$ cat src/rtl/mtcqf_pkg.sv
//------------------------------------------------------------------------------
// mtcqf_pkg
// Shared types, constants and the rate-to-period table of the MIDI time code
// quarter-frame generator.
//------------------------------------------------------------------------------
`default_nettype none

package mtcqf_pkg;

	localparam int unsigned TICK_HZ = 1000000;

	localparam int SEC_W    = 20;
	localparam int PERIOD_W = 16;
	localparam int PIECE_W  = 3;

	localparam logic [SEC_W-1:0] SEC_LAST = SEC_W'(TICK_HZ - 1);

	localparam logic [PERIOD_W-1:0] PERIOD_24 = PERIOD_W'(TICK_HZ / 24 / 4);
	localparam logic [PERIOD_W-1:0] PERIOD_25 = PERIOD_W'(TICK_HZ / 25 / 4);
	localparam logic [PERIOD_W-1:0] PERIOD_30 = PERIOD_W'(TICK_HZ / 30 / 4);

	localparam logic [7:0] STATUS_QF  = 8'hF1;
	localparam logic [7:0] RATE_MIN   = 8'd24;
	localparam logic [7:0] RATE_MAX   = 8'd30;
	localparam logic [7:0] RATE_RESET = 8'd1;

	typedef enum logic {
		OP_TIMECODE = 1'b0,
		OP_TICK     = 1'b1
	} op_t;

	typedef enum logic {
		KIND_QUARTER = 1'b0,
		KIND_FULL    = 1'b1
	} kind_t;

	typedef enum logic [7:0] {
		TYPE_24    = 8'd0,
		TYPE_25    = 8'd1,
		TYPE_30DF  = 8'd2,
		TYPE_30    = 8'd3
	} rate_type_t;

	typedef struct packed {
		logic       operation;
		logic [4:0] tc_hours;
		logic [5:0] tc_minutes;
		logic [5:0] tc_seconds;
		logic [4:0] tc_frames;
		logic [7:0] tc_rate_type;
	} item_t;

	typedef struct packed {
		logic       message_kind;
		logic [7:0] status_byte;
		logic [7:0] data_byte;
		logic [4:0] frame_hours;
		logic [5:0] frame_minutes;
		logic [5:0] frame_seconds;
		logic [4:0] frame_frames;
		logic [7:0] frame_rate;
	} result_t;

	function automatic logic [PERIOD_W-1:0] period_for(input logic [7:0] rate_type);
		logic [PERIOD_W-1:0] p;
		case (rate_type)
			TYPE_24:   p = PERIOD_24;
			TYPE_25:   p = PERIOD_25;
			TYPE_30DF: p = PERIOD_30;
			TYPE_30:   p = PERIOD_30;
			default:   p = '0;
		endcase
		return p;
	endfunction

endpackage

`default_nettype wire

$ cat src/rtl/mtcqf_core.sv
//------------------------------------------------------------------------------
// mtcqf_core
// Timecode store, update-rate measurement, quarter-frame timer and message
// formation. One request is handled per cycle while the output buffer has room;
// the result is written to the output buffer in the same cycle.
//------------------------------------------------------------------------------
`default_nettype none

module mtcqf_core (
	input  wire                   clk,
	input  wire                   arst_n,
	input  wire                   cfg_we,
	input  wire                   cfg_data,
	input  wire                   item_valid,
	input  mtcqf_pkg::item_t      item,
	output logic                  res_valid,
	output mtcqf_pkg::result_t    res
);
	import mtcqf_pkg::*;

	logic                midi_enable_q;
	logic [4:0]          hours_q;
	logic [5:0]          minutes_q;
	logic [5:0]          seconds_q;
	logic [4:0]          frames_q;
	logic [7:0]          rate_q;
	logic [7:0]          last_type_q;
	logic                type_known_q;
	logic [7:0]          win_upd_q;
	logic [7:0]          meas_rate_q;
	logic [SEC_W-1:0]    sec_tmr_q;
	logic [PERIOD_W-1:0] period_q;
	logic [PERIOD_W-1:0] qtr_tmr_q;
	logic                pending_q;
	logic [PIECE_W-1:0]  piece_q;

	logic                is_tc;
	logic                is_tick;
	logic                type_change;
	logic                full_req;
	logic                sec_wrap;
	logic [7:0]          meas_rate_n;
	logic [PERIOD_W-1:0] qtr_inc;
	logic                qtr_fire;
	logic                pend_now;
	logic                rate_ok;
	logic                emit_qf;
	logic [3:0]          nibble;

	assign is_tc       = item_valid && (item.operation == OP_TIMECODE);
	assign is_tick     = item_valid && (item.operation == OP_TICK);
	assign type_change = !type_known_q || (last_type_q != item.tc_rate_type);
	assign full_req    = is_tc && type_change && midi_enable_q;

	assign sec_wrap    = (sec_tmr_q == SEC_LAST);
	assign meas_rate_n = sec_wrap ? win_upd_q : meas_rate_q;
	assign qtr_inc     = qtr_tmr_q + PERIOD_W'(1);
	assign qtr_fire    = (period_q != '0) && (qtr_inc >= period_q);
	assign pend_now    = pending_q || qtr_fire;
	assign rate_ok     = (meas_rate_n >= RATE_MIN) && (meas_rate_n <= RATE_MAX);
	assign emit_qf     = is_tick && midi_enable_q && rate_ok && pend_now;

	always_comb begin
		case (piece_q)
			3'd0:    nibble = frames_q[3:0];
			3'd1:    nibble = {3'b000, frames_q[4]};
			3'd2:    nibble = seconds_q[3:0];
			3'd3:    nibble = {2'b00, seconds_q[5:4]};
			3'd4:    nibble = minutes_q[3:0];
			3'd5:    nibble = {2'b00, minutes_q[5:4]};
			3'd6:    nibble = hours_q[3:0];
			default: nibble = {1'b0, rate_q[1:0], hours_q[4]};
		endcase
	end

	always_comb begin
		res_valid = full_req || emit_qf;
		res       = '0;
		if (full_req) begin
			res.message_kind  = KIND_FULL;
			res.frame_hours   = item.tc_hours;
			res.frame_minutes = item.tc_minutes;
			res.frame_seconds = item.tc_seconds;
			res.frame_frames  = item.tc_frames;
			res.frame_rate    = item.tc_rate_type;
		end else begin
			res.message_kind = KIND_QUARTER;
			res.status_byte  = STATUS_QF;
			res.data_byte    = {1'b0, piece_q, nibble};
		end
	end

	always_ff @(posedge clk or negedge arst_n) begin
		if (!arst_n) begin
			midi_enable_q <= 1'b0;
			hours_q       <= '0;
			minutes_q     <= '0;
			seconds_q     <= '0;
			frames_q      <= '0;
			rate_q        <= RATE_RESET;
			last_type_q   <= '0;
			type_known_q  <= 1'b0;
			win_upd_q     <= '0;
			meas_rate_q   <= '0;
			sec_tmr_q     <= '0;
			period_q      <= '0;
			qtr_tmr_q     <= '0;
			pending_q     <= 1'b0;
			piece_q       <= '0;
		end else begin
			if (cfg_we) begin
				midi_enable_q <= cfg_data;
			end
			if (is_tc) begin
				hours_q   <= item.tc_hours;
				minutes_q <= item.tc_minutes;
				seconds_q <= item.tc_seconds;
				frames_q  <= item.tc_frames;
				rate_q    <= item.tc_rate_type;
				if (win_upd_q != 8'hFF) begin
					win_upd_q <= win_upd_q + 8'd1;
				end
				if (type_change) begin
					last_type_q  <= item.tc_rate_type;
					type_known_q <= 1'b1;
				end
				if (full_req) begin
					piece_q   <= '0;
					period_q  <= period_for(item.tc_rate_type);
					qtr_tmr_q <= '0;
				end
			end
			if (is_tick) begin
				meas_rate_q <= meas_rate_n;
				if (sec_wrap) begin
					sec_tmr_q <= '0;
					win_upd_q <= '0;
				end else begin
					sec_tmr_q <= sec_tmr_q + SEC_W'(1);
				end
				if (period_q != '0) begin
					qtr_tmr_q <= qtr_fire ? '0 : qtr_inc;
				end
				pending_q <= pend_now && !emit_qf;
				if (emit_qf) begin
					piece_q <= piece_q + PIECE_W'(1);
				end
			end
		end
	end

	a_qtr_tmr_below_period: assert property (@(posedge clk) disable iff (!arst_n)
		(period_q != '0) |-> (qtr_tmr_q < period_q))
		else $error("quarter timer reached its period");

	a_sec_tmr_range: assert property (@(posedge clk) disable iff (!arst_n)
		sec_tmr_q <= SEC_LAST)
		else $error("second timer out of range");

	a_emit_clears_pending: assert property (@(posedge clk) disable iff (!arst_n)
		emit_qf |=> !pending_q)
		else $error("pending flag kept after quarter frame");

	a_piece_restart: assert property (@(posedge clk) disable iff (!arst_n)
		full_req |=> (piece_q == '0) && (qtr_tmr_q == '0))
		else $error("sequence not restarted on full-frame request");

endmodule

`default_nettype wire

$ cat src/rtl/mtcqf_out_buf.sv
//------------------------------------------------------------------------------
// mtcqf_out_buf
// Two-entry result buffer between the core and the output channel, so that
// requests keep flowing while the receiver stalls, until both entries are full.
//------------------------------------------------------------------------------
`default_nettype none

module mtcqf_out_buf (
	input  wire                   clk,
	input  wire                   arst_n,
	input  wire                   push,
	input  mtcqf_pkg::result_t    push_data,
	output logic                  can_push,
	output logic                  out_valid,
	input  wire                   out_ready,
	output mtcqf_pkg::result_t    out_data
);
	import mtcqf_pkg::*;

	result_t    slot_q [2];
	logic       wr_ptr_q;
	logic       rd_ptr_q;
	logic [1:0] count_q;
	logic       pop;

	assign can_push  = (count_q != 2'd2);
	assign out_valid = (count_q != 2'd0);
	assign out_data  = slot_q[rd_ptr_q];
	assign pop       = out_valid && out_ready;

	always_ff @(posedge clk) begin
		if (push) begin
			slot_q[wr_ptr_q] <= push_data;
		end
	end

	always_ff @(posedge clk or negedge arst_n) begin
		if (!arst_n) begin
			wr_ptr_q <= 1'b0;
			rd_ptr_q <= 1'b0;
			count_q  <= '0;
		end else begin
			if (push) begin
				wr_ptr_q <= !wr_ptr_q;
			end
			if (pop) begin
				rd_ptr_q <= !rd_ptr_q;
			end
			case ({push, pop})
				2'b10:   count_q <= count_q + 2'd1;
				2'b01:   count_q <= count_q - 2'd1;
				default: count_q <= count_q;
			endcase
		end
	end

	a_no_overflow: assert property (@(posedge clk) disable iff (!arst_n)
		(count_q == 2'd2) |-> !push)
		else $error("result pushed into full buffer");

	a_count_range: assert property (@(posedge clk) disable iff (!arst_n)
		count_q != 2'd3)
		else $error("buffer count out of range");

endmodule

`default_nettype wire

$ cat src/rtl/midi_timecode_quarter_frame_generator_unit.sv
//------------------------------------------------------------------------------
// midi_timecode_quarter_frame_generator_unit
// MIDI time code generator: stores received timecode, measures the update
// rate and emits full-frame requests and 0xF1 quarter-frame messages.
//------------------------------------------------------------------------------
// Usage:
//   cfg channel: cfg_valid/cfg_ready with midi_enable; always ready, write
//   only while the block is idle.
//   in channel: in_valid/in_ready; each request is a timecode update
//   (operation 0) or one timebase tick (operation 1).
//   out channel: out_valid/out_ready; at most one result per request, either a
//   full-frame request or a quarter-frame message.
//   Throughput: one request per cycle while in_ready is high. With the buffer
//   empty, a result is on the output the cycle after its request is accepted.
//   The core updates all state in the accept cycle; a two-entry result buffer
//   decouples the output, so in_ready only falls when both entries hold
//   results the receiver has not taken.
//   Reset clears all state (stored rate type 25 fps, quarter period zero so no
//   quarter frames run) and empties the result buffer.
//------------------------------------------------------------------------------
`default_nettype none

module midi_timecode_quarter_frame_generator_unit (
	input  wire        clk,
	input  wire        arst_n,
	input  wire        cfg_valid,
	output logic       cfg_ready,
	input  wire        midi_enable,
	input  wire        in_valid,
	output logic       in_ready,
	input  wire        operation,
	input  wire  [4:0] tc_hours,
	input  wire  [5:0] tc_minutes,
	input  wire  [5:0] tc_seconds,
	input  wire  [4:0] tc_frames,
	input  wire  [7:0] tc_rate_type,
	output logic       out_valid,
	input  wire        out_ready,
	output logic       message_kind,
	output logic [7:0] status_byte,
	output logic [7:0] data_byte,
	output logic [4:0] frame_hours,
	output logic [5:0] frame_minutes,
	output logic [5:0] frame_seconds,
	output logic [4:0] frame_frames,
	output logic [7:0] frame_rate
);
	import mtcqf_pkg::*;

	item_t   item;
	result_t res;
	result_t out_data;
	logic    res_valid;
	logic    accept;

	assign cfg_ready = 1'b1;
	assign accept    = in_valid && in_ready;

	assign item.operation    = operation;
	assign item.tc_hours     = tc_hours;
	assign item.tc_minutes   = tc_minutes;
	assign item.tc_seconds   = tc_seconds;
	assign item.tc_frames    = tc_frames;
	assign item.tc_rate_type = tc_rate_type;

	mtcqf_core u_core (
		.clk        (clk),
		.arst_n     (arst_n),
		.cfg_we     (cfg_valid && cfg_ready),
		.cfg_data   (midi_enable),
		.item_valid (accept),
		.item       (item),
		.res_valid  (res_valid),
		.res        (res)
	);

	mtcqf_out_buf u_out_buf (
		.clk       (clk),
		.arst_n    (arst_n),
		.push      (res_valid),
		.push_data (res),
		.can_push  (in_ready),
		.out_valid (out_valid),
		.out_ready (out_ready),
		.out_data  (out_data)
	);

	assign message_kind  = out_data.message_kind;
	assign status_byte   = out_data.status_byte;
	assign data_byte     = out_data.data_byte;
	assign frame_hours   = out_data.frame_hours;
	assign frame_minutes = out_data.frame_minutes;
	assign frame_seconds = out_data.frame_seconds;
	assign frame_frames  = out_data.frame_frames;
	assign frame_rate    = out_data.frame_rate;

endmodule

`default_nettype wire
$ cat config.mk
export PLATFORM = sky130hd
export DESIGN_NAME = midi_timecode_quarter_frame_generator_unit
export DESIGN_NICKNAME = d
export VERILOG_FILES = /design/src/rtl/mtcqf_pkg.sv /design/src/rtl/mtcqf_core.sv /design/src/rtl/mtcqf_out_buf.sv /design/src/rtl/midi_timecode_quarter_frame_generator_unit.sv
export SDC_FILE = /design/constraint.sdc
export NUM_CORES = 1
export LEC_CHECK = 0
export ABC_AREA = 1
export BUFFER_PORTS_ARGS = -buffer_cell sky130_fd_sc_hd__buf_2
export CELL_PAD_IN_SITES_DETAIL_PLACEMENT = 0
export CELL_PAD_IN_SITES_GLOBAL_PLACEMENT = 1
export CORE_MARGIN = 4
export CORE_UTILIZATION = 46
export DETAILED_ROUTE_END_ITERATION = 7
export MAX_ROUTING_LAYER = met4
export PLACE_DENSITY = 0.79
export SLEW_MARGIN = 10
export SYNTH_ARGS = -nofsm -noshare
export SYNTH_HDL_FRONTEND = slang
export SYNTH_SLANG_ARGS = --single-unit
export TNS_END_PERCENT = 1
$ cat constraint.sdc
create_clock -name clk -period 4.45 [get_ports clk]
set_input_delay 0.6675 -clock clk [delete_from_list [all_inputs] [get_ports clk]]
set_output_delay 0.6675 -clock clk [all_outputs]
set_load 0.005 [all_outputs]
==> key figures <==
Global route
  • Gr ovfl total: 0
  • Initial antenna violation count: 0
  • GRT Total Usage: 0.186
  • Largest net degree at the start of global routing: 76
  • Vias in the first global route: 5917
  • First-pass GRT wire length: 29600 µm

Clock tree
  • Quantity of hold-fixing buffers added after cts: 0
  • Clk_lat worst skew: 420 ps
  • CTS tree: yes
  • Clk buf depth: 2
  • Clock-pin slew on the worst setup and hold paths: 70 ps
  • Cts repair resizes: 0
  • H-tree depth: 4
  • Postcts setup bufs: 0
  • Clock sink total: 178
  • Clock Tree Root: clkbuf_16
  • CTS Buf Count: 17

Synthesis
  • Synth Register Bits: 178
  • Number of synthesis warnings: 0
  • Yosys top cell by area: dfrtp_1
  • Seq/Total Area, Yosys: 0.566
  • EDFF count, synth: 78
  • Syn Inst Count: 928
  • Post-synth ARST share: 0.562
  • Yosys top cell area share: 0.289
  • Syn Area/Cell: 9.22 µm²
  • Syn Std Cell Area: 0.00856 mm²
  • Ys flop type: dfrtp_1
  • Synth area leaders: dfrtp_1 (29%), edfxtp_1 (27%), nand2_1 (11%)
  • Unique masters post-synth: 48

Worst setup path
  • Worst endpoint required time: 4580 ps
  • Worst Setup SP: u_core.qtr_tmr_q[0]
  • Critical path type: reg2reg
  • CP peak stage delay: 430 ps
  • Worst path cell trace: ha_1 -> nand2_1 -> nor2_2 -> nand2_2 -> nor3_1 -> xnor2_1 -> inv_1 -> ha_1 -> nand2_1 -> o21ai_0 -> nand3_1 -> nand2_1 -> inv_2 -> nand2_4 -> nand2_4 -> nand2_4 -> nand2_4 -> nand2_4 -> inv_2 -> nor2_4 -> buf_12
  • Cell mode on critical path: nand2_4
  • R2R setup slack: 830 ps
  • CP Capture Type: register
  • CP arrival: 3750 ps
  • CP delay by family, top: simple AND/OR/NAND/NOR gates
  • Slowest cell on the critical path: dfrtp_1
  • Crit-path max FO: 23
  • Worst Path Buf+Inv: 4
  • Reg2reg end: u_out_buf.slot_q[1][21]
  • Crit start category: register
  • Crit Reg-Reg Startpoint: u_core.qtr_tmr_q[0]
  • FF-to-FF path depth: 21

Placement
  • Port Buf Inserts: 81
  • Dpl cells: 1214
  • Dpl hpwl: 12300 µm
  • Post-DP Area: 0.00916 mm²
  • Placer congestion estimate: 0.844

Cells and area
  • Commonest non-fill, non-tap cell in the layout: nand2_1
  • Final Instance Area: 0.00978 mm²
  • Fillers: 1677
  • Total Nets Final: 1061
  • Cell Count, Final, Fillers Out: 1246
  • Syn-to-layout area delta: 14.3%
  • Most frequent cells in the layout: nand2_1 (244), inv_1 (114), dfrtp_1 (99)
  • Antenna cells: 0
  • Layout cells sized above 1: 0.163

Routing
  • Per-cell routed wire length: 14.2 µm
  • Antenna Nets Post-Route: 0
  • # DRC: 0
  • DR iter-0 viols: 410
  • Pre-antenna DRT Iters: 5
  • Post-Route WL: 17700 µm
  • Vias per cell: 4.96
  • Vias: 6178

Run
  • Max-Cap Viols: 0

Timing
  • Setup tns final: 0 ps
  • Final max-slew violation count: 0
  • Endpoints failing hold: 0
  • Final setup skew: 8.60 ps
  • RSZ-0062 raised after global routing: false
  • Minimum clock period: 3620 ps
  • Measured slew at the worst slew-check pin: 977 ps
  • Final setup viols: 0
  • Rel. slew slack: 0.349
  • Final period utilization: 0.815
  • Fmax achieved: 0.276 GHz

Die
  • Die W: 144 µm
  • Ports: 87
  • Row cnt: 49
  • Die Y: 144 µm
  • Die area: 0.0209 mm²
  • Initial core utilization: 0.472
  • Core area: 0.0181 mm²

Worst hold path
  • Hold Crit Class: in2async

Run status
  • Status: finished clean

Power and ir drop
  • P_leak: 4.62 nW
  • Peak supply drop: 318 µV
  • Power Density: 507 mW/mm²
## Yosys cell counts (3+ instances only)
library cell / count
o21ai_0: 51
nand4_1: 9
nand3_2: 3
inv_2: 6
nand2_4: 6
inv_1: 115
o31ai_1: 12
xnor2_1: 5
buf_2: 8
edfxtp_1: 78
buf_4: 9
nor2_2: 10
nand2_2: 5
a211oi_1: 4
clkbuf_1: 17
o22ai_1: 9
nor4_1: 7
a21oi_1: 21
dfrtp_1: 99
nor3_1: 18
a221oi_1: 5
nand2_1: 244
nor2_1: 74
nand3_1: 47
mux2_2: 4
xor2_1: 15
ha_1: 20
## through the flow
stage	power (mW)	worst slack, ps	util	hold slack [ps]
floorplan	3.02	767	-	372
global placement	3.44	859	0.505	443
detailed placement	3.46	828	0.505	445
CTS	5.02	807	0.539	430
global route	5.30	457	0.539	471
finish	4.96	825	0.539	391
## area by class of cell
cell class | instances | area [µm²] | area share
Sequential cell | 178 | 4850 | 0.495
Tap cell | 229 | 287 | 0.0293
Clock inverter | 15 | 195 | 0.0199
Inverter | 122 | 458 | 0.0468
Timing Repair Buffer | 90 | 488 | 0.0499
Clock buffer | 17 | 425 | 0.0435
Multi-Input combinational cell | 595 | 3090 | 0.315
## worst max path at each step
stage / endpoint / cells past startpoint
final: u_out_buf.slot_q[1][21] / 21
after detailed placement: u_out_buf.slot_q[1][28] / 21
after floorplan: u_out_buf.slot_q[1][0] / 20
after global placement: u_out_buf.slot_q[1][23] / 21
after global routing: u_out_buf.slot_q[1][33] / 21
after CTS: u_out_buf.slot_q[1][36] / 21
## cells by family (layout without fill, tap and decap cells)
kind of cell    after synthesis  in the layout  share of synthesized area
compound gates              115            115                     0.0811
xor+xnor                     20             20                     0.0205
fa+ha+maj                    20             20                     0.0292
buf+inv                     158            244                     0.0753
flops                       178            178                      0.566
mux                           4              4                    0.00526
other cells                   2              5                   0.000877
simple gates                431            431                      0.222
## report_power, final
group / switching, mW / leakage (nW) / internal (mW)
logic: 0.789 / 2.34 / 0.442
clock network: 0.656 / 0.295 / 0.900
registers: 0.181 / 1.98 / 1.99
total: 1.63 / 4.62 / 3.34
## routing by layer
layer,up-vias,wire (µm),share of wire,global-route usage
met5,-,0,0,-
met4,0,350,0.020,0.0614
met3,26,655,0.037,0.0291
met2,137,8430,0.48,0.303
met1,2829,8300,0.47,0.240
li1,3186,-,-,-
## flip-flops by register name, indices dropped and copies added, names as in the netlist, 2 cells and up
name	flops
u_core.piece_q	3
u_core.qtr_tmr_q	16
u_core.minutes_q	6
u_core.last_type_q	8
u_out_buf.slot_q	78
u_core.win_upd_q	8
u_core.meas_rate_q	8
u_core.period_q	6
u_core.seconds_q	6
u_out_buf.count_q	2
u_core.sec_tmr_q	20
u_core.hours_q	5
u_core.rate_q	2
u_core.frames_q	5
(Power assumes the default switching activity.)
